==> src/design/qprs_pkg.sv <==
// Shared types, widths, constants and the arctangent table of the pitch and roll filter.
`timescale 1ns / 1ps

package qprs_pkg;

  // Field widths
  localparam int QUAT_W     = 16;
  localparam int ANGLE_W    = 16;
  localparam int CFG_W      = 15;
  localparam int CFG_IDX_W  = 1;

  // Datapath widths
  localparam int PROD_W      = 2 * QUAT_W;     // one exact square or cross product
  localparam int PSUM_W      = PROD_W + 1;     // sum of two products
  localparam int SUM_W       = PROD_W + 2;     // atan2 operand
  localparam int CORD_W      = SUM_W + 2;      // CORDIC x/y with gain headroom
  localparam int ANGLE_ACC_W = 34;             // Q30 angle accumulator
  localparam int RAW_W       = ANGLE_W + 1;    // rounded angle before saturation
  localparam int DIFF_W      = RAW_W + 1;      // slew difference and candidates

  // Angle format and iteration defaults
  localparam int CORDIC_STEPS_DEF = 16;
  localparam int ANGLE_FRAC_BITS  = 12;
  localparam int ATAN_TABLE_LEN   = 24;
  localparam int ATAN_IDX_W       = $clog2(ATAN_TABLE_LEN);
  localparam int ATAN_W           = 30;
  localparam int ROUND_SHIFT      = 30 - ANGLE_FRAC_BITS;

  localparam logic signed [ANGLE_ACC_W-1:0] PI_Q30      = 34'sd3373259426;
  localparam logic signed [ANGLE_ACC_W-1:0] HALF_PI_Q30 = 34'sd1686629713;
  localparam logic signed [ANGLE_ACC_W-1:0] ROUND_BIAS  =
    ANGLE_ACC_W'(longint'(1) << (ROUND_SHIFT - 1));
  localparam logic signed [ANGLE_ACC_W-1:0] PITCH_BIAS  = ROUND_BIAS - HALF_PI_Q30;

  // Register reset values
  localparam logic [CFG_W-1:0] JUMP_THRESHOLD_RST = 15'd410;
  localparam logic [CFG_W-1:0] SLEW_STEP_RST      = 15'd41;

  // Angle lanes
  localparam int ANG_PITCH = 0;
  localparam int ANG_ROLL  = 1;
  localparam int NUM_ANG   = 2;

  typedef enum logic [CFG_IDX_W-1:0] {
    CFG_JUMP_THRESHOLD = 1'b0,
    CFG_SLEW_STEP      = 1'b1
  } cfg_reg_e;

  typedef enum logic [3:0] {
    ST_IDLE,
    ST_MUL,
    ST_SUM,
    ST_COMB,
    ST_START,
    ST_CORD,
    ST_ROUND,
    ST_SLEW,
    ST_WRITE
  } state_e;

  // Status of one CORDIC lane toward the sequencer
  typedef struct packed {
    logic                          done;
    logic signed [ANGLE_ACC_W-1:0] angle;
  } cord_stat_t;

  // atan(2^-i) in Q30 radians
  function automatic logic [ATAN_W-1:0] atan_q30(input logic [ATAN_IDX_W-1:0] idx);
    logic [ATAN_W-1:0] v;
    case (idx)
      5'd0:    v = 30'h3243F6A8;
      5'd1:    v = 30'h1DAC6705;
      5'd2:    v = 30'h0FADBAFC;
      5'd3:    v = 30'h07F56EA6;
      5'd4:    v = 30'h03FEAB76;
      5'd5:    v = 30'h01FFD55B;
      5'd6:    v = 30'h00FFFAAA;
      5'd7:    v = 30'h007FFF55;
      5'd8:    v = 30'h003FFFEA;
      5'd9:    v = 30'h001FFFFD;
      5'd10:   v = 30'h000FFFFF;
      5'd11:   v = 30'h0007FFFF;
      5'd12:   v = 30'h0003FFFF;
      5'd13:   v = 30'h0001FFFF;
      5'd14:   v = 30'h0000FFFF;
      5'd15:   v = 30'h00007FFF;
      5'd16:   v = 30'h00003FFF;
      5'd17:   v = 30'h00001FFF;
      5'd18:   v = 30'h00000FFF;
      5'd19:   v = 30'h000007FF;
      5'd20:   v = 30'h000003FF;
      5'd21:   v = 30'h000001FF;
      5'd22:   v = 30'h000000FF;
      5'd23:   v = 30'h0000007F;
      default: v = '0;
    endcase
    return v;
  endfunction

endpackage

==> src/design/qprs_if.sv <==
// Request channels of the pitch and roll filter: quaternion in, angles out, register writes.
`timescale 1ns / 1ps

interface qprs_quat_if;
  logic                              valid;
  logic                              ready;
  logic signed [qprs_pkg::QUAT_W-1:0] quat_w;
  logic signed [qprs_pkg::QUAT_W-1:0] quat_x;
  logic signed [qprs_pkg::QUAT_W-1:0] quat_y;
  logic signed [qprs_pkg::QUAT_W-1:0] quat_z;

  modport source (output valid, output quat_w, output quat_x, output quat_y,
                  output quat_z, input ready);
  modport sink   (input valid, input quat_w, input quat_x, input quat_y,
                  input quat_z, output ready);
endinterface

interface qprs_angle_if;
  logic                               valid;
  logic                               ready;
  logic signed [qprs_pkg::ANGLE_W-1:0] pitch_out;
  logic signed [qprs_pkg::ANGLE_W-1:0] roll_out;

  modport source (output valid, output pitch_out, output roll_out, input ready);
  modport sink   (input valid, input pitch_out, input roll_out, output ready);
endinterface

interface qprs_cfg_if;
  logic                            valid;
  logic                            ready;
  logic [qprs_pkg::CFG_IDX_W-1:0]  reg_index;
  logic [qprs_pkg::CFG_W-1:0]      reg_data;

  modport source (output valid, output reg_index, output reg_data, input ready);
  modport sink   (input valid, input reg_index, input reg_data, output ready);
endinterface

==> src/design/qprs_cordic.sv <==
// Vectoring CORDIC lane: atan2(y, x) in Q30, one micro-rotation per cycle.
`timescale 1ns / 1ps

module qprs_cordic #(
  parameter int CORDIC_STEPS = qprs_pkg::CORDIC_STEPS_DEF
) (
  input  logic                                   clk_i,
  input  logic                                   rst_ni,
  input  logic                                   start_i,
  input  logic signed [qprs_pkg::SUM_W-1:0]      y_i,
  input  logic signed [qprs_pkg::SUM_W-1:0]      x_i,
  output qprs_pkg::cord_stat_t                   stat_o
);
  import qprs_pkg::*;

  localparam int IterW = (CORDIC_STEPS > 1) ? $clog2(CORDIC_STEPS) : 1;
  localparam logic [IterW-1:0] LastIter = IterW'(CORDIC_STEPS - 1);

  logic signed [CORD_W-1:0]      x_q, x_d, y_q, y_d;
  logic signed [CORD_W-1:0]      x_ext, y_ext, dx, dy;
  logic signed [ANGLE_ACC_W-1:0] z_q, z_d, atan_ext;
  logic [IterW-1:0]              iter_q, iter_d;
  logic                          busy_q, busy_d;
  logic                          zero_q, zero_d;

  assign x_ext = {{(CORD_W-SUM_W){x_i[SUM_W-1]}}, x_i};
  assign y_ext = {{(CORD_W-SUM_W){y_i[SUM_W-1]}}, y_i};

  // Shifted cross terms and table angle for the current iteration
  assign dx       = y_q >>> iter_q;
  assign dy       = x_q >>> iter_q;
  assign atan_ext = {{(ANGLE_ACC_W-ATAN_W){1'b0}}, atan_q30(ATAN_IDX_W'(iter_q))};

  // Load operands, fold the left half plane, then rotate toward y = 0
  always_comb begin
    x_d    = x_q;
    y_d    = y_q;
    z_d    = z_q;
    iter_d = iter_q;
    busy_d = busy_q;
    zero_d = zero_q;
    if (start_i) begin
      busy_d = 1'b1;
      iter_d = '0;
      zero_d = (x_i == '0) && (y_i == '0);
      if (x_i[SUM_W-1]) begin
        x_d = -x_ext;
        y_d = -y_ext;
        z_d = y_i[SUM_W-1] ? -PI_Q30 : PI_Q30;
      end else begin
        x_d = x_ext;
        y_d = y_ext;
        z_d = '0;
      end
    end else if (busy_q) begin
      if (!y_q[CORD_W-1]) begin
        x_d = x_q + dx;
        y_d = y_q - dy;
        if (!zero_q) begin
          z_d = z_q + atan_ext;
        end
      end else begin
        x_d = x_q - dx;
        y_d = y_q + dy;
        if (!zero_q) begin
          z_d = z_q - atan_ext;
        end
      end
      iter_d = iter_q + 1'b1;
      if (iter_q == LastIter) begin
        busy_d = 1'b0;
        iter_d = '0;
      end
    end
  end

  // Hold control state
  always_ff @(posedge clk_i or negedge rst_ni) begin
    if (!rst_ni) begin
      busy_q <= 1'b0;
      iter_q <= '0;
    end else begin
      busy_q <= busy_d;
      iter_q <= iter_d;
    end
  end

  // Advance the rotation registers
  always_ff @(posedge clk_i) begin
    x_q    <= x_d;
    y_q    <= y_d;
    z_q    <= z_d;
    zero_q <= zero_d;
  end

  assign stat_o.done  = busy_q && (iter_q == LastIter);
  assign stat_o.angle = z_q;

endmodule

==> src/design/quaternion_pitch_roll_slew_filter_core.sv <==
// Top level of the quaternion to pitch and roll filter with slew limiting.
`timescale 1ns / 1ps

// Takes one quaternion (w, x, y, z, signed Q1.14) per request and returns one
// request with filtered pitch and roll in signed Q3.12 radians. Raw pitch is
// atan2(w2-x2-y2+z2, 2(yz+wx)) - pi/2 and raw roll is atan2(2(xz-wy), w2-x2+y2-z2);
// each raw angle is compared with the last value sent: a jump above
// jump_threshold moves the held value by slew_step toward it, an equal or smaller
// one is taken as is, and the result saturates to 16 bits. The held angles reset to
// zero. Each quaternion passes through the bit-serial multipliers that form the
// eight products, the combining of the operands, the two vectoring CORDIC lanes
// (one micro-rotation a cycle), then rounding, slew and write-back. A new
// quaternion is taken while the previous result still waits at the output
// register; the write-back waits only if that result has not been taken by
// then. Registers (index 0 jump_threshold, index 1 slew_step) are written any
// time the block is idle and are always ready.
module quaternion_pitch_roll_slew_filter_core #(
  parameter int CORDIC_STEPS = qprs_pkg::CORDIC_STEPS_DEF
) (
  input  logic          clk_i,
  input  logic          rst_ni,
  qprs_quat_if.sink     in_i,
  qprs_angle_if.source  out_o,
  qprs_cfg_if.sink      cfg_i
);
  import qprs_pkg::*;

  localparam int NumOps  = 4;
  localparam int NumProd = 8;
  localparam int BitCntW = $clog2(QUAT_W);
  localparam logic [BitCntW-1:0] LastBit = BitCntW'(QUAT_W - 1);

  // Operand index per input component
  localparam int OpW = 0;
  localparam int OpX = 1;
  localparam int OpY = 2;
  localparam int OpZ = 3;

  // Product lanes: multiplicand and multiplier operand of each
  localparam int PWw = 0;
  localparam int PXx = 1;
  localparam int PYy = 2;
  localparam int PZz = 3;
  localparam int PYz = 4;
  localparam int PWx = 5;
  localparam int PXz = 6;
  localparam int PWy = 7;
  localparam int McSel [NumProd] = '{OpW, OpX, OpY, OpZ, OpY, OpW, OpX, OpW};
  localparam int MpSel [NumProd] = '{OpW, OpX, OpY, OpZ, OpZ, OpX, OpZ, OpY};

  localparam logic signed [DIFF_W-1:0] SatMax = DIFF_W'((1 << (ANGLE_W - 1)) - 1);
  localparam logic signed [DIFF_W-1:0] SatMin = -SatMax - DIFF_W'(1);

  state_e state_q, state_d;

  // Configuration
  logic [CFG_W-1:0] thr_q, step_q;

  // Bit-serial multipliers
  logic signed [PROD_W-1:0] mcand_q [NumOps];
  logic        [QUAT_W-1:0] mplier_q [NumOps];
  logic signed [PROD_W-1:0] pp [NumProd];
  logic signed [PROD_W-1:0] prod_q [NumProd];
  logic signed [PROD_W-1:0] prod_d [NumProd];
  logic [BitCntW-1:0]       bit_cnt_q;
  logic                     last_bit;

  // Operand sums
  logic signed [PSUM_W-1:0] s_wz_q, s_xy_q, s_wy_q, s_xz_q, t_pd_q, t_rn_q;
  logic signed [SUM_W-1:0]  p_num_q, p_den_q, r_num_q, r_den_q;

  // CORDIC lanes
  logic       cord_start;
  cord_stat_t cord_stat [NUM_ANG];

  // Rounding and slew
  logic signed [ANGLE_ACC_W-1:0] biased [NUM_ANG];
  logic signed [ANGLE_ACC_W-1:0] shifted [NUM_ANG];
  logic signed [RAW_W-1:0]       raw_q [NUM_ANG];
  logic signed [DIFF_W-1:0]      raw_ext [NUM_ANG];
  logic signed [DIFF_W-1:0]      held_ext [NUM_ANG];
  logic signed [DIFF_W-1:0]      diff_q [NUM_ANG];
  logic signed [DIFF_W-1:0]      up_q [NUM_ANG];
  logic signed [DIFF_W-1:0]      dn_q [NUM_ANG];
  logic        [DIFF_W-1:0]      mag [NUM_ANG];
  logic signed [DIFF_W-1:0]      pick [NUM_ANG];
  logic signed [ANGLE_W-1:0]     held_new [NUM_ANG];
  logic signed [ANGLE_W-1:0]     held_q [NUM_ANG];
  logic signed [DIFF_W-1:0]      step_ext;
  logic        [DIFF_W-1:0]      thr_ext;

  logic in_acc, out_free, out_valid_q, out_valid_d;

  assign in_acc   = in_i.valid && in_i.ready;
  assign out_free = !out_valid_q || out_o.ready;
  assign last_bit = (bit_cnt_q == LastBit);

  // Sequence one quaternion through multiply, combine, rotate and filter
  always_comb begin
    state_d    = state_q;
    cord_start = 1'b0;
    case (state_q)
      ST_IDLE: begin
        if (in_i.valid) begin
          state_d = ST_MUL;
        end
      end
      ST_MUL: begin
        if (last_bit) begin
          state_d = ST_SUM;
        end
      end
      ST_SUM:   state_d = ST_COMB;
      ST_COMB:  state_d = ST_START;
      ST_START: begin
        cord_start = 1'b1;
        state_d    = ST_CORD;
      end
      ST_CORD: begin
        if (cord_stat[ANG_PITCH].done && cord_stat[ANG_ROLL].done) begin
          state_d = ST_ROUND;
        end
      end
      ST_ROUND: state_d = ST_SLEW;
      ST_SLEW:  state_d = ST_WRITE;
      ST_WRITE: begin
        if (out_free) begin
          state_d = ST_IDLE;
        end
      end
      default:  state_d = ST_IDLE;
    endcase
  end

  always_ff @(posedge clk_i or negedge rst_ni) begin
    if (!rst_ni) begin
      state_q <= ST_IDLE;
    end else begin
      state_q <= state_d;
    end
  end

  assign in_i.ready  = (state_q == ST_IDLE);
  assign cfg_i.ready = 1'b1;

  // Take register writes
  always_ff @(posedge clk_i or negedge rst_ni) begin
    if (!rst_ni) begin
      thr_q  <= JUMP_THRESHOLD_RST;
      step_q <= SLEW_STEP_RST;
    end else if (cfg_i.valid) begin
      case (cfg_reg_e'(cfg_i.reg_index))
        CFG_JUMP_THRESHOLD: thr_q  <= cfg_i.reg_data;
        CFG_SLEW_STEP:      step_q <= cfg_i.reg_data;
        default: ;
      endcase
    end
  end

  // Add one partial product per lane; the sign bit of the multiplier subtracts
  always_comb begin
    for (int k = 0; k < NumProd; k++) begin
      pp[k]     = mplier_q[MpSel[k]][0] ? mcand_q[McSel[k]] : '0;
      prod_d[k] = last_bit ? (prod_q[k] - pp[k]) : (prod_q[k] + pp[k]);
    end
  end

  always_ff @(posedge clk_i or negedge rst_ni) begin
    if (!rst_ni) begin
      bit_cnt_q <= '0;
    end else if (in_acc) begin
      bit_cnt_q <= '0;
    end else if (state_q == ST_MUL) begin
      bit_cnt_q <= bit_cnt_q + 1'b1;
    end
  end

  // Load operands, then shift multiplicands up and multipliers down a bit a cycle
  always_ff @(posedge clk_i) begin
    if (in_acc) begin
      mcand_q[OpW]  <= {{(PROD_W-QUAT_W){in_i.quat_w[QUAT_W-1]}}, in_i.quat_w};
      mcand_q[OpX]  <= {{(PROD_W-QUAT_W){in_i.quat_x[QUAT_W-1]}}, in_i.quat_x};
      mcand_q[OpY]  <= {{(PROD_W-QUAT_W){in_i.quat_y[QUAT_W-1]}}, in_i.quat_y};
      mcand_q[OpZ]  <= {{(PROD_W-QUAT_W){in_i.quat_z[QUAT_W-1]}}, in_i.quat_z};
      mplier_q[OpW] <= in_i.quat_w;
      mplier_q[OpX] <= in_i.quat_x;
      mplier_q[OpY] <= in_i.quat_y;
      mplier_q[OpZ] <= in_i.quat_z;
      for (int k = 0; k < NumProd; k++) begin
        prod_q[k] <= '0;
      end
    end else if (state_q == ST_MUL) begin
      for (int j = 0; j < NumOps; j++) begin
        mcand_q[j]  <= mcand_q[j] <<< 1;
        mplier_q[j] <= mplier_q[j] >> 1;
      end
      for (int k = 0; k < NumProd; k++) begin
        prod_q[k] <= prod_d[k];
      end
    end
  end

  // Pair the products, then form the four atan2 operands
  always_ff @(posedge clk_i) begin
    if (state_q == ST_SUM) begin
      s_wz_q <= {prod_q[PWw][PROD_W-1], prod_q[PWw]} + {prod_q[PZz][PROD_W-1], prod_q[PZz]};
      s_xy_q <= {prod_q[PXx][PROD_W-1], prod_q[PXx]} + {prod_q[PYy][PROD_W-1], prod_q[PYy]};
      s_wy_q <= {prod_q[PWw][PROD_W-1], prod_q[PWw]} + {prod_q[PYy][PROD_W-1], prod_q[PYy]};
      s_xz_q <= {prod_q[PXx][PROD_W-1], prod_q[PXx]} + {prod_q[PZz][PROD_W-1], prod_q[PZz]};
      t_pd_q <= {prod_q[PYz][PROD_W-1], prod_q[PYz]} + {prod_q[PWx][PROD_W-1], prod_q[PWx]};
      t_rn_q <= {prod_q[PXz][PROD_W-1], prod_q[PXz]} - {prod_q[PWy][PROD_W-1], prod_q[PWy]};
    end
    if (state_q == ST_COMB) begin
      p_num_q <= {s_wz_q[PSUM_W-1], s_wz_q} - {s_xy_q[PSUM_W-1], s_xy_q};
      r_den_q <= {s_wy_q[PSUM_W-1], s_wy_q} - {s_xz_q[PSUM_W-1], s_xz_q};
      p_den_q <= {t_pd_q, 1'b0};
      r_num_q <= {t_rn_q, 1'b0};
    end
  end

  qprs_cordic #(
    .CORDIC_STEPS (CORDIC_STEPS)
  ) u_cordic_pitch (
    .clk_i   (clk_i),
    .rst_ni  (rst_ni),
    .start_i (cord_start),
    .y_i     (p_num_q),
    .x_i     (p_den_q),
    .stat_o  (cord_stat[ANG_PITCH])
  );

  qprs_cordic #(
    .CORDIC_STEPS (CORDIC_STEPS)
  ) u_cordic_roll (
    .clk_i   (clk_i),
    .rst_ni  (rst_ni),
    .start_i (cord_start),
    .y_i     (r_num_q),
    .x_i     (r_den_q),
    .stat_o  (cord_stat[ANG_ROLL])
  );

  assign step_ext = {{(DIFF_W-CFG_W){1'b0}}, step_q};
  assign thr_ext  = {{(DIFF_W-CFG_W){1'b0}}, thr_q};

  // Round Q30 to output units (pitch also drops pi/2), then pick the new held value
  always_comb begin
    for (int a = 0; a < NUM_ANG; a++) begin
      biased[a]   = cord_stat[a].angle + ((a == ANG_PITCH) ? PITCH_BIAS : ROUND_BIAS);
      shifted[a]  = biased[a] >>> ROUND_SHIFT;
      raw_ext[a]  = {raw_q[a][RAW_W-1], raw_q[a]};
      held_ext[a] = {{(DIFF_W-ANGLE_W){held_q[a][ANGLE_W-1]}}, held_q[a]};
      mag[a]      = diff_q[a][DIFF_W-1] ? $unsigned(-diff_q[a]) : $unsigned(diff_q[a]);
      if (mag[a] > thr_ext) begin
        pick[a] = diff_q[a][DIFF_W-1] ? dn_q[a] : up_q[a];
      end else begin
        pick[a] = raw_ext[a];
      end
      if (pick[a] > SatMax) begin
        held_new[a] = SatMax[ANGLE_W-1:0];
      end else if (pick[a] < SatMin) begin
        held_new[a] = SatMin[ANGLE_W-1:0];
      end else begin
        held_new[a] = pick[a][ANGLE_W-1:0];
      end
    end
  end

  always_ff @(posedge clk_i) begin
    for (int a = 0; a < NUM_ANG; a++) begin
      if (state_q == ST_ROUND) begin
        raw_q[a] <= shifted[a][RAW_W-1:0];
      end
      if (state_q == ST_SLEW) begin
        diff_q[a] <= raw_ext[a] - held_ext[a];
        up_q[a]   <= held_ext[a] + step_ext;
        dn_q[a]   <= held_ext[a] - step_ext;
      end
    end
  end

  // Write back the held angles into the output register once it is free
  always_comb begin
    out_valid_d = out_valid_q;
    if ((state_q == ST_WRITE) && out_free) begin
      out_valid_d = 1'b1;
    end else if (out_o.ready) begin
      out_valid_d = 1'b0;
    end
  end

  always_ff @(posedge clk_i or negedge rst_ni) begin
    if (!rst_ni) begin
      out_valid_q <= 1'b0;
      for (int a = 0; a < NUM_ANG; a++) begin
        held_q[a] <= '0;
      end
    end else begin
      out_valid_q <= out_valid_d;
      if ((state_q == ST_WRITE) && out_free) begin
        for (int a = 0; a < NUM_ANG; a++) begin
          held_q[a] <= held_new[a];
        end
      end
    end
  end

  assign out_o.valid     = out_valid_q;
  assign out_o.pitch_out = held_q[ANG_PITCH];
  assign out_o.roll_out  = held_q[ANG_ROLL];

endmodule

==> src/flat_wrapper.sv <==
// flat-port wrapper written by rule: the top's interface ports become plain ports
module quaternion_pitch_roll_slew_filter_core_flat import qprs_pkg::*;
#(
  parameter int CORDIC_STEPS = qprs_pkg::CORDIC_STEPS_DEF
)
  (clk_i, rst_ni, in_i_valid, in_i_quat_w, in_i_quat_x, in_i_quat_y, in_i_quat_z, in_i_ready, out_o_valid, out_o_pitch_out, out_o_roll_out, out_o_ready, cfg_i_valid, cfg_i_reg_index, cfg_i_reg_data, cfg_i_ready);
  qprs_quat_if in_i_i ();
  qprs_angle_if out_o_i ();
  qprs_cfg_if cfg_i_i ();
  input  logic clk_i;
  input  logic rst_ni;
  input wire logic [$bits(in_i_i.valid)-1:0] in_i_valid;
  input wire logic [$bits(in_i_i.quat_w)-1:0] in_i_quat_w;
  input wire logic [$bits(in_i_i.quat_x)-1:0] in_i_quat_x;
  input wire logic [$bits(in_i_i.quat_y)-1:0] in_i_quat_y;
  input wire logic [$bits(in_i_i.quat_z)-1:0] in_i_quat_z;
  output wire logic [$bits(in_i_i.ready)-1:0] in_i_ready;
  output wire logic [$bits(out_o_i.valid)-1:0] out_o_valid;
  output wire logic [$bits(out_o_i.pitch_out)-1:0] out_o_pitch_out;
  output wire logic [$bits(out_o_i.roll_out)-1:0] out_o_roll_out;
  input wire logic [$bits(out_o_i.ready)-1:0] out_o_ready;
  input wire logic [$bits(cfg_i_i.valid)-1:0] cfg_i_valid;
  input wire logic [$bits(cfg_i_i.reg_index)-1:0] cfg_i_reg_index;
  input wire logic [$bits(cfg_i_i.reg_data)-1:0] cfg_i_reg_data;
  output wire logic [$bits(cfg_i_i.ready)-1:0] cfg_i_ready;
  assign in_i_i.valid = in_i_valid;
  assign in_i_i.quat_w = in_i_quat_w;
  assign in_i_i.quat_x = in_i_quat_x;
  assign in_i_i.quat_y = in_i_quat_y;
  assign in_i_i.quat_z = in_i_quat_z;
  assign in_i_ready = in_i_i.ready;
  assign out_o_valid = out_o_i.valid;
  assign out_o_pitch_out = out_o_i.pitch_out;
  assign out_o_roll_out = out_o_i.roll_out;
  assign out_o_i.ready = out_o_ready;
  assign cfg_i_i.valid = cfg_i_valid;
  assign cfg_i_i.reg_index = cfg_i_reg_index;
  assign cfg_i_i.reg_data = cfg_i_reg_data;
  assign cfg_i_ready = cfg_i_i.ready;
  quaternion_pitch_roll_slew_filter_core #(.CORDIC_STEPS(CORDIC_STEPS)) u_core (.clk_i(clk_i), .rst_ni(rst_ni), .in_i(in_i_i), .out_o(out_o_i), .cfg_i(cfg_i_i));
endmodule
==> config.mk <==
export PLATFORM = sky130hd
export DESIGN_NAME = quaternion_pitch_roll_slew_filter_core_flat
export DESIGN_NICKNAME = d
export VERILOG_FILES = /design/src/design/qprs_pkg.sv /design/src/design/qprs_if.sv /design/src/design/qprs_cordic.sv /design/src/design/quaternion_pitch_roll_slew_filter_core.sv /design/src/flat_wrapper.sv
export SDC_FILE = /design/constraint.sdc
export NUM_CORES = 2
export LEC_CHECK = 0
export BUFFER_PORTS_ARGS = -buffer_cell sky130_fd_sc_hd__buf_2
export CAP_MARGIN = 15
export CORE_ASPECT_RATIO = 1.4
export CORE_UTILIZATION = 30
export DETAILED_ROUTE_END_ITERATION = 6
export SETUP_SLACK_MARGIN = 0.2
export SLEW_MARGIN = 20
export SYNTH_ARGS = -nofsm -noshare
export SYNTH_HDL_FRONTEND = slang
export SYNTH_HIERARCHICAL = 1
export SYNTH_SLANG_ARGS = --single-unit
==> constraint.sdc <==
create_clock -name clk_i -period 40.7 [get_ports clk_i]
set_input_delay 8.14 -clock clk_i [delete_from_list [all_inputs] [get_ports clk_i]]
set_output_delay 8.14 -clock clk_i [all_outputs]
set_load 0.02 [all_outputs]
==> impl_metrics.py <==
metrics = {
    "outcome": {
        "status": "complete, no violations",
    },
    "floorplanning": {
        "initial_core_util": 0.301,
        "coreArea_um2": 344000,
        "die_area_um2": 348000,
        "die_h_um": 698,
        "io_pins": 120,
        "num_rows": 255,
        "fp.dieW_um": 499,
    },
    "layout": {
        "layout-area-overhead-vs-synth_pct": 9.99,
        "most-common-layout-cells": "nand2_1 (1,243), edfxtp_1 (1,122), a21oi_1 (920)",
        "nets": 12200,
        "final_common_cell": "nand2_1",
        "final_area_um2": 114000,
        "layout-drive-gt1-share": 0.0729,
    },
    "placement": {
        "dp_hpwl_mm": 240,
        "placement.io_buffers": 118,
        "dp_slack_ps": 29190,
        "post_dp_cell_area_um2": 109000,
        "place_congestion": 0.928,
    },
    "sta": {
        "max_slew_margin": 0.237,
        "hold_violations": 0,
        "hold_ws_ps": 410,
        "setup_ws_ps": 29850,
        "setup_tns_ps": 0,
        "tightest_slew_ps": 1130,
        "slew_violations": 0,
        "fmax_ghz": 0.0922,
        "min_period_over_period": 0.266,
        "finClkSkew_ps": 69.3,
        "period_minus_slack_ps": 10850,
        "rsz0062_at_grt": "no",
        "setup_viol": 0,
    },
    "global_route": {
        "grt_max_degree": 184,
        "first_global_vias": 81200,
        "antenna_found_initial": 15,
        "grt_pass1_wl_mm": 475,
        "grt.total_usage": 0.172,
        "overflow": 0,
    },
    "synthesis": {
        "seq_area_frac_synth": 0.346,
        "async_flop_share": 0.0670,
        "ys.flop_type": "edfxtp_1",
        "avgSynthCellArea_um2": 9.20,
        "yosys_warnings": 6,
        "syn-cell-area_um2": 104000,
        "synth_edf_count": 1122,
        "netlist_instances": 11300,
        "ys_types": 114,
        "ys_seq_elements": 1209,
    },
    "cts": {
        "cts_max_level": 4,
        "clock-sinks": 1209,
        "clockBufferDepth": 4,
        "cts_buffers": 157,
        "cts_tree": "done",
        "path_clk_slew_ps": 60,
        "cts-root-buf": "clkbuf_16",
        "cts_hold_buf": 0,
        "clock_latency_ps": 830,
        "cts-resized-gates": 0,
        "post-cts-setup-buffer-count": 0,
    },
    "critical_path": {
        "end_kind": "output pin",
        "crit_fanout": 11,
        "critPathTopFamily": "simple AND/OR/NAND/NOR gates",
        "worst_setup_path_start_kind": "register",
        "cp.buffers_inverters": 1,
        "critPathRequiredTime_ps": 32560,
        "crit_chain": "nor4_1 > buf_2",
        "cp.arrival_ps": 2710,
        "critPathMaxStageDelay_ps": 970,
        "crit_type": "register to output pin",
        "worst_path_max_delay_cell": "nor4_1",
    },
    "route": {
        "drt_iter0_drc": 6202,
        "drc": 0,
        "drt_pass1_iterations": 6,
        "wl_mm": 311,
        "wl_per_cell_um": 19.6,
        "vias_per_cell": 5.36,
        "final_antenna_net_count": 0,
        "vias": 84900,
    },
    "flow_run": {
        "drv_cap": 0,
    },
    "worst_hold_path": {
        "hold_path_class": "register to register",
    },
}
-- flip-flops by register name (all words and copies together) (netlist names), 36 cells and up --
register	count
u_core/u_cordic_roll/x_q	36
u_core/diff_q	36
u_core/u_cordic_roll/y_q	36
u_core/u_cordic_pitch/x_q	36
u_core/mplier_q	64
u_core/prod_q	256
u_core/mcand_q	128
u_core/u_cordic_pitch/y_q	36
-- path summary, 6_finish.rpt --
path                            cells past startpoint  slack [ps]                                          end                                  startpoint
min in group asynchronous                           1        7200       u_core/out_o.pitch_out[11]$_DFFE_PN0P_                                      rst_ni
worst min-delay path                                0         410                 u_core/r_num_q[13]$_DFFE_PP_                 u_core/t_rn_q[12]$_DFFE_PP_
max in group asynchronous                           2       32160  u_core/u_cordic_pitch/iter_q[1]$_DFFE_PN0P_                                      rst_ni
worst max register to register                     18       33340       u_core/u_cordic_roll/x_q[34]$_DFFE_PP_  u_core/u_cordic_roll/iter_q[0]$_DFFE_PN0P_
worst max-delay path                                2       29850                                   in_i_ready               u_core/state_q[2]$_DFFE_PN0P_
worst min register to register                      0         410                 u_core/r_num_q[13]$_DFFE_PP_                 u_core/t_rn_q[12]$_DFFE_PP_
-- synthesized netlist by cell type (50+ instances only) --
cell	number	area share
nand3_1	195	0.0094
o21bai_1	84	0.0061
o31ai_1	122	0.0088
a21o_1	350	0.025
a21oi_1	920	0.044
o21ai_0	786	0.038
edfxtp_1	1122	0.32
nor2_1	899	0.033
nor2b_1	109	0.0066
mux2_2	93	0.010
mux2i_1	207	0.020
xnor2_1	689	0.058
nor3_1	240	0.012
inv_1	505	0.018
mux4_2	132	0.029
or2_2	50	0.0030
and2_1	73	0.0044
nand4_1	62	0.0037
dfrtp_1	73	0.018
clkbuf_1	301	0.011
a31oi_1	103	0.0062
ha_1	878	0.11
and3_1	93	0.0056
nand2_1	1245	0.045
xor2_1	376	0.032
o21a_1	129	0.0093
a211oi_1	96	0.0069
nand2b_1	155	0.0094
buf_1	82	0.0030
or3_1	108	0.0065
a22o_1	79	0.0067
o211ai_1	61	0.0044
nor4_1	52	0.0031
-- routing by layer --
| layer | share of wire | global-route usage |
|---|---|---|
| met1 | 0.41 | 0.208 |
| met2 | 0.48 | 0.299 |
| met3 | 0.043 | 0.0185 |
| met4 | 0.059 | 0.0923 |
| met5 | 0 | 0 |
-- cell type report --
type / instances / area [um2]
Antenna cell: 2 / 5.00
Clock buffer: 187 / 4100
Clock inverter: 89 / 987
Fill cell: 35500 / 230000
Inverter: 510 / 1910
Multi-Input combinational cell: 9139 / 64300
Sequential cell: 1209 / 35900
Tap cell: 4497 / 5630
Timing Repair Buffer: 196 / 1280
-- worst register-to-register path, stage by stage (launching register included) --
cell and delay [ps]:
dfrtp_4 800, buf_4 770, mux4_2 760, mux4_2 540, nor4_1 390, a21boi_1 360, and3_1 350, and2_1 220
nor2_1 70, xnor2_1 370, ha_1 300, nand2_1 130, or2_2 330, or3_1 370, a211oi_1 470, o21a_1 230
o21ai_0 220, a2111o_1 430, nand3_1 110
-- cell families after synthesis --
family / count (synthesis) / synth area share
AO/OA/AOI/OAI: 3229 / 0.197
flip-flops: 1209 / 0.346
other: 2 / 0.0000724
XOR/XNOR: 1066 / 0.0902
multiplexers: 447 / 0.0623
adder cells (fa/ha/maj): 906 / 0.111
AND/OR/NAND/NOR: 3481 / 0.157
buffers and inverters: 936 / 0.0357
-- metrics by stage --
stage,std cells,util
after floorplan,11300,-
after global placement,15500,0.316
after detailed placement,15500,0.316
after CTS,15800,0.331
after global routing,15800,0.331
final,15800,0.331
Power is not shown: default switching activity piles up to over one toggle a cycle in this logic, so the estimate is an artifact.
